File: src/design/wpf_pkg.sv
`timescale 1ns / 1ps
// ----------------------------------------------------------------------------
// wpf_pkg
// Types, sizes and codes shared by the windowed peak pair finder modules.
// ----------------------------------------------------------------------------
package wpf_pkg;

  localparam int MAX_PEAKS       = 256;
  localparam int INDEX_BITS      = 16;
  localparam int AMP_BITS        = 24;
  localparam int ADDR_BITS       = $clog2(MAX_PEAKS);
  localparam int CNT_BITS        = ADDR_BITS + 1;
  localparam int RATIO_BITS      = 12;
  localparam int RATIO_FRAC_BITS = 8;
  localparam int WINDOW_BITS     = 12;
  localparam int PROD_BITS       = AMP_BITS + RATIO_BITS + 1;
  localparam int QUEUE_DEPTH     = 4;
  localparam int QPTR_BITS       = $clog2(QUEUE_DEPTH);
  localparam int QFILL_BITS      = QPTR_BITS + 1;
  localparam int CFG_INDEX_BITS  = 3;
  localparam int WIDE_BITS       = (AMP_BITS > INDEX_BITS) ? AMP_BITS : INDEX_BITS;
  localparam int CFG_DATA_BITS   = (WIDE_BITS > RATIO_BITS) ? WIDE_BITS : RATIO_BITS;

  // Input mode codes.
  localparam logic [1:0] MODE_APPEND = 2'd0;
  localparam logic [1:0] MODE_EVAL   = 2'd1;
  localparam logic [1:0] MODE_CLEAR  = 2'd2;

  // Configuration register indexes.
  localparam logic [CFG_INDEX_BITS-1:0] REG_MUON_THR       = 3'd0;
  localparam logic [CFG_INDEX_BITS-1:0] REG_MICHEL_THR     = 3'd1;
  localparam logic [CFG_INDEX_BITS-1:0] REG_MAX_RATIO      = 3'd2;
  localparam logic [CFG_INDEX_BITS-1:0] REG_COINC_WINDOW   = 3'd3;
  localparam logic [CFG_INDEX_BITS-1:0] REG_SAMPLES        = 3'd4;
  localparam logic [CFG_INDEX_BITS-1:0] REG_REQUIRE_MICHEL = 3'd5;

  typedef enum logic [1:0] {
    OP_APPEND,
    OP_EVAL,
    OP_CLEAR
  } op_t;

  typedef enum logic [1:0] {
    S_IDLE,
    S_MUON,
    S_MICHEL,
    S_FINISH
  } back_state_t;

  typedef struct packed {
    logic [1:0]                 mode;
    logic [INDEX_BITS-1:0]      peak_index;
    logic signed [AMP_BITS-1:0] peak_amplitude;
    logic [INDEX_BITS-1:0]      muon_bin;
    logic [INDEX_BITS-1:0]      decay_bin;
  } item_t;

  typedef struct packed {
    logic                  pair_found;
    logic [INDEX_BITS-1:0] first_index;
    logic [INDEX_BITS-1:0] second_index;
    logic                  second_valid;
    logic                  list_full;
  } result_t;

  typedef struct packed {
    logic signed [AMP_BITS-1:0] muon_threshold;
    logic signed [AMP_BITS-1:0] michel_threshold;
    logic [RATIO_BITS-1:0]      max_ratio_q8;
    logic [WINDOW_BITS-1:0]     coinc_window;
    logic [INDEX_BITS-1:0]      samples_in_waveform;
    logic                       require_michel;
  } cfg_t;

  localparam cfg_t CFG_RESET = '{
    muon_threshold:      AMP_BITS'(5000),
    michel_threshold:    AMP_BITS'(1000),
    max_ratio_q8:        RATIO_BITS'(256),
    coinc_window:        WINDOW_BITS'(40),
    samples_in_waveform: INDEX_BITS'(65535),
    require_michel:      1'b1
  };

  typedef struct packed {
    op_t                        op;
    logic [INDEX_BITS-1:0]      peak_index;
    logic signed [AMP_BITS-1:0] peak_amplitude;
    logic [INDEX_BITS-1:0]      muon_bin;
    logic [INDEX_BITS-1:0]      decay_bin;
  } queue_entry_t;

  typedef struct packed {
    logic         valid;
    queue_entry_t entry;
  } queue_head_t;

endpackage

File: src/design/wpf_front.sv
`timescale 1ns / 1ps
// ----------------------------------------------------------------------------
// wpf_front
// Accepts command transactions, decodes the mode and queues the operations.
// ----------------------------------------------------------------------------
module wpf_front import wpf_pkg::*; (
  input  logic        clk,
  input  logic        rst,
  input  logic        start,
  input  item_t       item,
  input  logic        pop,
  output logic        busy,
  output queue_head_t head
);

  queue_entry_t           entries [QUEUE_DEPTH];
  logic [QPTR_BITS-1:0]   wr_ptr;
  logic [QPTR_BITS-1:0]   rd_ptr;
  logic [QFILL_BITS-1:0]  fill;
  op_t                    op;
  logic                   keep;
  logic                   push;
  logic                   do_pop;

  // The unused mode is taken and dropped here, so it never reaches the queue.
  always_comb begin
    case (item.mode)
      MODE_APPEND: begin
        op   = OP_APPEND;
        keep = 1'b1;
      end
      MODE_EVAL: begin
        op   = OP_EVAL;
        keep = 1'b1;
      end
      MODE_CLEAR: begin
        op   = OP_CLEAR;
        keep = 1'b1;
      end
      default: begin
        op   = OP_APPEND;
        keep = 1'b0;
      end
    endcase
  end

  assign busy       = (fill == QFILL_BITS'(QUEUE_DEPTH));
  assign push       = start && !busy && keep;
  assign head.valid = (fill != '0);
  assign head.entry = entries[rd_ptr];
  assign do_pop     = pop && head.valid;

  always_ff @(posedge clk) begin
    if (rst) begin
      wr_ptr <= '0;
      rd_ptr <= '0;
      fill   <= '0;
    end else begin
      if (push) begin
        wr_ptr <= (wr_ptr == QPTR_BITS'(QUEUE_DEPTH - 1)) ? '0 : wr_ptr + 1'b1;
      end
      if (do_pop) begin
        rd_ptr <= (rd_ptr == QPTR_BITS'(QUEUE_DEPTH - 1)) ? '0 : rd_ptr + 1'b1;
      end
      case ({push, do_pop})
        2'b10:   fill <= fill + 1'b1;
        2'b01:   fill <= fill - 1'b1;
        default: fill <= fill;
      endcase
    end
  end

  always_ff @(posedge clk) begin
    if (push) begin
      entries[wr_ptr] <= '{
        op:             op,
        peak_index:     item.peak_index,
        peak_amplitude: item.peak_amplitude,
        muon_bin:       item.muon_bin,
        decay_bin:      item.decay_bin
      };
    end
  end

endmodule

File: config.mk
export PLATFORM = sky130hd
export DESIGN_NAME = wpf_front
export DESIGN_NICKNAME = d
export VERILOG_FILES = /design/src/design/wpf_pkg.sv /design/src/design/wpf_front.sv
export SDC_FILE = /design/constraint.sdc
export NUM_CORES = 1
export LEC_CHECK = 0
export ABC_AREA = 1
export BUFFER_PORTS_ARGS = -buffer_cell sky130_fd_sc_hd__clkbuf_2
export CORE_ASPECT_RATIO = 0.8
export CORE_MARGIN = 2
export CORE_UTILIZATION = 29
export CTS_CLUSTER_DIAMETER = 30
export CTS_CLUSTER_SIZE = 30
export DETAILED_ROUTE_END_ITERATION = 8
export PLACE_DENSITY = 0.54
export SLEW_MARGIN = 30
export SYNTH_ARGS = -nofsm -noshare
export SYNTH_HDL_FRONTEND = slang
export SYNTH_SLANG_ARGS = --single-unit
export TNS_END_PERCENT = 30
File: constraint.sdc
create_clock -name clk -period 9.9 [get_ports clk]
set_clock_uncertainty 0.15 [all_clocks]
set_input_delay 1.98 -clock clk [delete_from_list [all_inputs] [get_ports clk]]
set_output_delay 1.98 -clock clk [all_outputs]
set_load 0.02 [all_outputs]
* Word level (Yosys, flattened, before mapping)
Memory sizes are Yosys's and may differ from the RTL's. A register that Yosys moved wholly into a read port is not among the register bits.
Cells that the tools add are included.
** Cells by class
- Add/sub/neg operators :: 4
- Equality and inequality tests :: 7
- Mux-type cells :: 9
- Reductions and logical operators :: 8
** Operators with widths (count)
- $eq 2x2->1 const B :: 4
- $mux 2 :: 4
- $pmux 3 s2 :: 1
- $add 2x1->2 const B :: 2
- $eq 2x1->1 const B :: 2
- $pmux 2 s2 :: 1
- $add 3x1->3 const B :: 1
- $eq 3x3->1 const B :: 1
- $logic_and 1x1->1 :: 3
- $mux 1 :: 3
- $reduce_bool 3->1 :: 1
- $reduce_or 3->1 :: 1
- $sub 3x1->3 const B :: 1
- $logic_not 2->1 :: 1
- $reduce_bool 2->1 :: 1
- $logic_not 1->1 :: 1
** Word-level totals
- Flip-flop bits (word level) :: 7
- Memory bits (writable) :: 296
- Input port bits :: 78
- Output and inout port bits :: 76
- Logic and storage cells :: 32
- Memories kept :: 1
** Memory list
- entries :: words 4, width 74, read ports 1, clocked after memory_dff 1, write ports 1, RTL line wpf_front.sv:16 : queue_entry_t entries [QUEUE_DEPTH];

* Longest topological paths before layout
Gate-level depths: netlist of run 1.
- Word-level depth :: 6
- Depth in mapped cells :: 13
- Mapped depth without buffers :: 13

* Worst setup path before layout of run 1
No wires, ideal clock.
- Path type :: in2reg
- Start point :: input start
- End point :: memory entries[0][0] (netlist name) (enable)
- Setup time :: 0.507 ns
- Data arrival time :: 5.463 ns
- Required time :: 9.243 ns
- Setup slack :: 3.780 ns
- Cell stages on the path :: 4
- Cells stage by stage :: inv_1 a21oi_1 nand2_1 nor2_1
** On the way
- Cells in the longest elaborated chain, start to end :: 4
** RTL lines
- start, declared :: RTL line wpf_front.sv:9 : input logic start,
- $logic_and 1x1->1 (2 in series) :: RTL line wpf_front.sv:48 : assign push = start && !busy && keep;
- $mux 1 :: RTL line wpf_front.sv:74 : if (push) begin
- $mux 1 (not written as such) :: RTL line wpf_front.sv:75 : entries[wr_ptr] <= '{
- end, declared :: RTL line wpf_front.sv:16
No other way between the ends.

==> impl_metrics.toml, run 1 <==
[die]
core_area_um2 = 39200
start_util_pct = 29.28
dieArea_um2 = 41200
pin_count = 154
rows = 65
die_y_um = 181.9
die_x_um = 226.4

[pwr]
swShare_pct = 32.15
powerDensity_nw_per_um2 = 312.0
peakVddDrop_uv = 153.1
clkPwrFrac_pct = 43.4
seqPwrFrac_pct = 34.2
switchingPower_mw = 1.480
power_mw = 4.603
p_leak_nw = 5.247
p_int_mw = 3.123
combPwrFrac_pct = 22.4

[clock_network]
clockRootBuffer = "clkbuf_16"
cts_buffers = 58
cts_setup_buffers = 0
postCtsResizedCells = 0
insertion_delay_ns = 0.56
cts.clk_slew.worst_paths_ns = 0.05
cts.sinks = 305
clockBufferDepth = 3
cts_tree = "built"
htree_levels = 2
cts_hold_buf = 0

[routing]
vias_per_cell = 4.537
vias = 7032
drc_errors = 0
detail-route-antenna-nets = 0
routedWlPerCell_um = 17.75
first_iter_violations = 492
drt_first_pass_iters = 5
routed_wl_um = 27520

[final_layout]
fin_area_um2 = 14750
area_growth_pct = 28.50
final_cell_mix = "296 x edfxtp_1, 161 x nor2_1, 153 x clkbuf_2"
drive_above_1_share_pct = 26.95
fin_nets = 1049
seqCellArea_um2 = 9074
fill_cells = 3752
final_common_cell = "edfxtp_1"
postLayoutCoreUtil_pct = 37.63
multiInputGateArea_um2 = 2053
stdcell_count = 1550

[place]
placedCellCount = 1440
placed_area_um2 = 12710
globalplace.congestion = 0.7230
hpwl_um = 15440
pre_cts_slack_ns = 5.088
port_buffers = 153

[critical_path]
crit_buf_inv = 3
reg2reg_depth = 5
arrival_ns = 3.21
r2r_start = "fill[0]$_SDFFE_PP0P_"
max_stage_delay_ns = 0.74
worstSetupPathType = "flip-flop to primary output"
crit_chain = "inv_4 > buf_4 > o21ai_0 > o22ai_1 > clkbuf_2"
rr_endpoint = "entries[0][33]$_DFFE_PP_"
end_kind = "primary output"
cp.required_ns = 7.77
cpLargestDelayFamily = "buffers and inverters"
critPathLaunchType = "flip-flop"
worst-r2r-setup-slack_ns = 7.02
cp_slowest_cell = "buf_4"
critical_path.max_fanout = 78

[global_route]
antenna_found_initial = 2
grt_max_degree = 106
first_global_vias = 6960
grt_first_pass_wirelength_um = 41610
grt_usage_pct = 13.40
overflow = 0

[flow_run]
maxCapViolCount = 0

[synth]
ys_seq_elements = 305
yosysUniqueCellTypes = 19
syn-num-nets = 876
syn_inst = 791
netlist_area_um2 = 11480
ys_seq_area_share_pct = 79.01
yosys_warnings = 0
syn_area_per_cell_um2 = 14.51

[sta]
holdWs_ns = 0.3527
final.min_clock_period_ns = 5.335
setup_viol_count_final = 0
fin_setup_tns_ns = 0
fin_ws_ns = 4.565
tightest_slew_ns = 0.9259
slew_viol_final = 0
rsz0062_at_grt = "false"
max_slew_margin_pct = 38.28
finalCritPeriodShare_pct = 53.89
hold_viol = 0
clock.fmax_ghz = 0.1874

[outcome]
status = "finished clean"

[worst_hold_path]
hold_class = "flip-flop to flip-flop"
holdPathStages = 2
hold_start = "rd_ptr[1]$_SDFFE_PP0P_"
-- cell usage after synthesis --
master | number | area, um2
dfxtp_1 | 9 | 180.2
nor2_1 | 165 | 619.3
nand3b_1 | 2 | 15.01
ha_1 | 6 | 75.07
o21ai_1 | 54 | 270.3
buf_6 | 12 | 135.1
fa_1 | 1 | 20.02
edfxtp_1 | 296 | 8889
nand3_1 | 3 | 15.01
clkbuf_1 | 20 | 75.07
clkbuf_2 | 2 | 10.01
o21ai_0 | 96 | 480.5
buf_2 | 8 | 40.04
o22ai_1 | 74 | 462.9
buf_4 | 6 | 45.04
a21oi_1 | 4 | 20.02
inv_1 | 20 | 75.07
inv_4 | 1 | 6.260
nand2_1 | 12 | 45.04
-- flip-flops by register name (all words and copies together), names as in the netlist, named ones only --
name     count
entries    296
wr_ptr       2
rd_ptr       2
fill         3
-- logic make-up (layout without fill, tap and decap cells) --
logic type | after synthesis | after routing | share of synthesized area (%)
simple gates | 182 | 182 | 6.050
buf+inv | 69 | 291 | 3.368
compound gates | 228 | 228 | 10.75
fa+ha+maj | 7 | 7 | 0.8284
other cells | 0 | 1 | 0
flops | 305 | 305 | 79.01
-- power groups by stage --
stage               Sequential [mW]  Clock [mW]  Combinational (mW)
floorplan                      1.57           0               0.715
global placement               1.60           0                1.05
detailed placement             1.60           0                1.05
CTS                            1.57        2.04                1.05
global route                   1.58        2.10                1.14
finish                         1.57        2.00                1.03
-- worst max-delay path by stage --
stage | startpoint | cells past startpoint | end | slack (ns)
after global routing | flip-flop | 5 | head[6] | 4.25
after global placement | flip-flop | 5 | head[6] | 5.11
after floorplan | start | 4 | entries[0][0]$_DFFE_PP_ | 3.78
after CTS | flip-flop | 5 | head[6] | 4.48
final | flip-flop | 5 | head[6] | 4.56
after detailed placement | flip-flop | 5 | head[6] | 5.09
-- worst reg2reg max path: cells and delay by family, from the launching register on --
kind          cells  cell delay [ns]
simple gates      3             1.15
buf+inv           2             0.88
flops             1             0.30
-- area by class of cell --
cell class	instances	share of cell area [%]
diodes	1	0.01696
clock buffers	60	10.03
clock inverters	49	3.741
inverters	21	0.5514
multi-input cells	417	13.92
flip-flops and latches	305	61.51
well taps	536	4.547
repair buffers	161	5.675
-- metal layers --
metal,vias up,wire length (um),global-route usage (%)
li1,3346,-,-
met4,2,671,4.895
met2,199,12250,20.11
met5,-,12,0
met3,64,1795,3.689
met1,3421,12790,18.55
No activity file was read; power rests on OpenSTA's default activity.
==> run 2, diff against run 1 <==
Settings changed: ABC_AREA 1 to 0.
Clock period 9.9 ns to 5.4 ns, I/O delays scaled along.
==> run 2 against run 1 <==
Critical path depth down 2. Via count down 26%. Synthesized cell count down 44%. Clock-buffer cell count up 2. Die area down 2.7%. Non-clock buffer count up 4. Utilization down 0.089 points. Worst hold slack better by 0.010 ns. Critical path type unchanged.
==> impl_metrics.toml, run 2 <==
[place]
hpwl_um = 15300
globalplace.congestion = 0.6892
placed_area_um2 = 12600
port_buffers = 153
placedCellCount = 1084

[synth]
synthTopCellsByCount = "296 x edfxtp_1, 74 x mux4_2, 9 x dfxtp_1"
ys_async_sr_fraction_pct = 0
syn-num-nets = 528
yosys_warnings = 0
synthTopCellsByArea = "edfxtp_1 80%, mux4_2 15%, dfxtp_1 1.6%, ha_1 0.67%, buf_4 0.40%"
synth_top_area_share_pct = 79.62
ys_seq_area_share_pct = 81.24
netlist_area_um2 = 11160
syn_area_per_cell_um2 = 25.20
syn_inst = 443
synth_enable_flop_cells = 296
synth_flop_cell = "edfxtp_1"
ys_seq_elements = 305
yosysUniqueCellTypes = 28
yosysMostFrequentCell = "edfxtp_1"
synth_top_cell_by_area = "edfxtp_1"

[die]
die_x_um = 223.4
pin_count = 154
start_util_pct = 29.29
core_area_um2 = 38120
die_y_um = 179.5
dieArea_um2 = 40090
rows = 64

[sta]
max_slew_margin_pct = 59.38
hold_viol = 0
rsz0062_at_grt = "false"
tightest_slew_ns = 0.6041
finalCritPeriodShare_pct = 70.63
holdWs_ns = 0.3627
setup_viol_count_final = 0
fin_setup_tns_ns = 0
slew_viol_final = 0
clock.fmax_ghz = 0.2622
final.min_clock_period_ns = 3.814

[pwr]
powerDensity_nw_per_um2 = 512.8
p_leak_nw = 4.846
power_mw = 7.337
peakVddDrop_uv = 224.1

[routing]
met3_length_um = 1720
vias_per_cell = 4.409
first_iter_violations = 349
detail-route-antenna-nets = 0
drt_first_pass_iters = 4
vias = 5212
wl_met2_um = 11700
wl_met1_um = 9979
top_layer_used = "met5"
routedWlPerCell_um = 20.29
routed_wl_um = 23980
drc_errors = 0

[final_layout]
final_cell_mix = "296 x edfxtp_1, 153 x clkbuf_2, 74 x mux4_2"
reg_top3 = "entries: 296 flops, fill: 3 flops"
largest_reg_flops = 296
fin_nets = 728
area_growth_pct = 28.18
stdcell_count = 1182
fin_area_um2 = 14310
drive_above_1_share_pct = 47.66
top_register = "entries"
final_common_cell = "edfxtp_1"

[critical_path]
critPathLaunchType = "flip-flop"
cp_slowest_cell = "dfxtp_4"
max_stage_delay_ns = 0.69
crit_chain = "buf_4 > mux4_2 > clkbuf_2"
cp.required_ns = 4.17
end_kind = "primary output"
worst-r2r-setup-slack_ns = 2.71
arrival_ns = 2.58
critical_path.max_fanout = 27
r2r_start = "fill[2]$_SDFFE_PP0P_"
worstSetupPathType = "flip-flop to primary output"

[clock_network]
cts_buffers = 51
cts_hold_buf = 0
cts_tree = "built"
postCtsResizedCells = 0
clockRootBuffer = "clkbuf_16"
cts.sinks = 305
cts.clk_slew.worst_paths_ns = 0.05
htree_levels = 2
insertion_delay_ns = 0.53
clockBufferDepth = 3
cts_setup_buffers = 0

[worst_hold_path]
hold_class = "flip-flop to flip-flop"
hold_start = "rd_ptr[0]$_SDFFE_PP0P_"

[flow_run]
maxCapViolCount = 0

[global_route]
grt_usage_pct = 12.02
grt_max_degree = 62
overflow = 0
grt_first_pass_wirelength_um = 35870
antenna_found_initial = 5
first_global_vias = 5751

[outcome]
status = "finished clean"
## run 2: cell count changes after synthesis, sizes merged, moves of 4 or more
cell	before	now
and2	0	4
inv	21	8
o22ai	74	0
buf	26	17
clkbuf	22	1
nor2	165	5
mux4	0	74
nand2	12	2
o21ai	150	1
## run 2: cell families after synthesis
kind of cell / synth area share, %
adder cells (fa/ha/maj): 0.8518
AO/OA/AOI/OAI: 0.2465
flip-flops: 81.24
multiplexers: 15.24
buffers and inverters: 1.177
AND/OR/NAND/NOR: 1.087
XOR/XNOR: 0.1569
## run 2: power breakdown
group | switching (mW) | internal (mW) | leakage, nW
registers | 0.109 | 2.79 | 2.78
logic | 0.768 | 0.566 | 1.27
clock network | 1.07 | 2.03 | 0.794
total | 1.95 | 5.39 | 4.85
## run 2: final timing paths
kind	end	cells after the start
setup / recovery	head[26]	3
hold / removal	flip-flop	2
setup reg to reg	fill[2]$_SDFFE_PP0P_	9
hold reg to reg	flip-flop	2
## run 2: layout make-up
cell class,instances,area (um2)
diodes,3,7.507
multi-input cells,112,1969
flip-flops and latches,305,9076
fillers,3499,23810
clock buffers,62,1360
clock inverters,32,320.3
inverters,8,30.03
well taps,495,619.3
repair buffers,165,925.9
## run 2: worst max-delay path, delay by kind of cell, from the launching register on
kind	cells	cell delay [ns]
buf+inv	2	0.69
flops	1	0.69
mux	1	0.61
## run 2: per-layer routing
layer / vias up / GRT usage, %
li1: 2302 / -
met1: 2695 / 15.43
met2: 158 / 19.35
met3: 51 / 3.841
met4: 6 / 4.053
met5: - / 0
## run 2: metrics by stage
stage | utilization (%) | worst slack [ns]
finish | 37.54 | 1.586
global route | 37.52 | 1.369
CTS | 37.47 | 1.478
detailed placement | 33.06 | 2.003
global placement | 32.83 | 2.064
floorplan | - | 1.672
==> run 3, diff against run 2 <==
Settings changed: ABC_AREA 0 to 1.
Clock period 5.4 ns to 3.78 ns, I/O delays scaled along.
==> run 3 against run 2 <==
Sequential share of layout area decreased by 3.3 points. First-iteration DRC count increased by 26%. Worst hold slack got worse by 0.085 ns. Sequential power increased by 40%. Clock-buffer cell count increased by 19. Cell count increased by 33%. Critical path depth increased by 2. Die area increased by 2.8%. Utilization increased by 0.95 points. Largest power group unchanged. Highest routed layer unchanged.
==> impl_metrics.toml, run 3 (synthesized netlist as in run 1, its figures left out) <==
[critical_path]
cp.depth = 5
r2r_start = "fill[0]$_SDFFE_PP0P_"
max_stage_delay_ns = 0.36
rr_endpoint = "fill[2]$_SDFFE_PP0P_"
end_kind = "primary output"
crit_buf_inv = 3
reg2reg_depth = 11
critical_path.max_fanout = 62
crit_chain = "inv_4 > buf_12 > o21ai_0 > o22ai_1 > clkbuf_2"
worst-r2r-setup-slack_ns = 1.46
worstSetupPathType = "flip-flop to primary output"
critPathLaunchType = "flip-flop"
setup.worst_path.end = "head[1]"
cpLargestDelayFamily = "buffers and inverters"
arrival_ns = 2.32
cp_slowest_cell = "inv_4"
cp.required_ns = 2.87

[final_layout]
final_cell_mix = "296 x edfxtp_1, 161 x nor2_1, 153 x clkbuf_2"
seqCellArea_um2 = 9074
multiInputGateArea_um2 = 2053
fin_area_um2 = 15090
fill_cells = 3743
stdcell_count = 1572
final_common_cell = "edfxtp_1"
top_register = "entries"
largest_reg_flops = 296
reg_top3 = "entries: 296 flops, fill: 3 flops"
area_growth_pct = 31.45
drive_above_1_share_pct = 27.41
fin_nets = 1067
antenna_cells = 0

[die]
rows = 65
start_util_pct = 29.28
die_y_um = 181.9
core_area_um2 = 39200
die_x_um = 226.4
dieArea_um2 = 41200
pin_count = 154

[pwr]
switchingPower_mw = 3.914
seqPwrFrac_pct = 32.2
peakVddDrop_uv = 403.5
combPwrFrac_pct = 22.5
powerDensity_nw_per_um2 = 833.8
p_int_mw = 8.667
clkPwrFrac_pct = 45.3
p_leak_nw = 5.422
swShare_pct = 31.11

[place]
pre_cts_slack_ns = 0.8635
port_buffers = 153
placedCellCount = 1448
hpwl_um = 16190
placed_area_um2 = 12830
globalplace.congestion = 0.7076

[global_route]
grt_usage_pct = 13.21
grt_first_pass_wirelength_um = 41200
first_global_vias = 6963
grt_max_degree = 149
antenna_found_initial = 1
overflow = 0

[routing]
vias = 7049
routedWlPerCell_um = 17.46
drt_first_pass_iters = 5
routed_wl_um = 27450
drc_errors = 0
vias_per_cell = 4.484
first_iter_violations = 439
detail-route-antenna-nets = 0

[sta]
fin_ws_ns = 0.5574
rsz0062_at_grt = "false"
clock.fmax_ghz = 0.3103
final.min_clock_period_ns = 3.223
max_slew_margin_pct = 53.72
hold_viol = 0
holdWs_ns = 0.2780
finalCritPeriodShare_pct = 85.25
setup_viol_count_final = 0
slew_viol_final = 0
tightest_slew_ns = 0.6942

[flow_run]
maxCapViolCount = 0

[clock_network]
cts_setup_buffers = 0
postCtsResizedCells = 0
insertion_delay_ns = 0.54
clockBufferDepth = 3
cts.clk_slew.worst_paths_ns = 0.05
cts_tree = "built"
clockRootBuffer = "clkbuf_16"
cts_hold_buf = 0
htree_levels = 3
cts.sinks = 305
cts_buffers = 68

[outcome]
status = "finished clean"

[worst_hold_path]
hold_class = "input pin to flip-flop"
run 3: cell count changes in the layout (fill, tap and decap cells not counted), sizes merged, moves of 5 or more:
cell,before,now
nor2,5,165
inv,12,31
o22ai,0,74
clkinv,14,19
clkbuf,215,234
nand2,2,12
mux4,74,0
o21ai,1,150
run 3: final cells by class:
class / count / share of cell area [%]
well taps: 536 / 4.445
repair buffers: 169 / 6.286
clock buffers: 81 / 11.88
clock inverters: 43 / 3.101
inverters: 21 / 0.5390
multi-input cells: 417 / 13.61
flip-flops and latches: 305 / 60.14
run 3: worst register-to-register path: stages, from the launching register on:
cell     delay [ns]
dfxtp_1        0.29
inv_1          0.13
nand3_1        0.18
nand2_1        0.42
ha_1           0.26
inv_1          0.07
fa_1           0.38
nand2_1        0.08
nand3_1        0.09
nand2_1        0.07
nand2_1        0.04
nor2_1         0.09
run 3: worst min-delay path by stage:
stage | startpoint | cells after the start | slack (ns) | to
after global routing | item[70] | 1 | 0.26 | entries[2][70]$_DFFE_PP_
final | item[18] | 1 | 0.28 | entries[3][18]$_DFFE_PP_
after floorplan | rd_ptr[1]$_SDFFE_PP0P_ | 2 | 0.33 | flip-flop
after CTS | item[18] | 1 | 0.25 | entries[0][18]$_DFFE_PP_
after global placement | fill[1]$_SDFFE_PP0P_ | 2 | 0.37 | fill[1]$_SDFFE_PP0P_
after detailed placement | fill[1]$_SDFFE_PP0P_ | 2 | 0.39 | fill[1]$_SDFFE_PP0P_
run 3: per-layer routing:
metal	GRT usage, %	share of wire [%]	wire length [um]	vias up
met2	19.45	44	12120	191
met4	4.447	1.8	491	2
li1	-	-	-	3373
met1	18.60	48	13170	3435
met5	0	0.029	8	-
met3	3.867	6.0	1657	48
run 3: per-stage QoR:
stage	TNS, ns	utilization, %	total power [mW]
floorplan	-330.34	-	5.995
detailed placement	0	32.72	7.005
finish	0	38.49	12.58
CTS	0	38.49	12.76
global placement	0	32.72	6.982
global route	0	38.49	13.17
run 3: power groups by stage:
stage / logic (mW) / registers (mW) / clock network [mW]
after floorplan: 1.87 / 4.12 / 0
after global placement: 2.87 / 4.11 / 0
after detailed placement: 2.89 / 4.11 / 0
after CTS: 2.90 / 4.06 / 5.81
after global routing: 3.10 / 4.07 / 6.01
final: 2.83 / 4.06 / 5.70
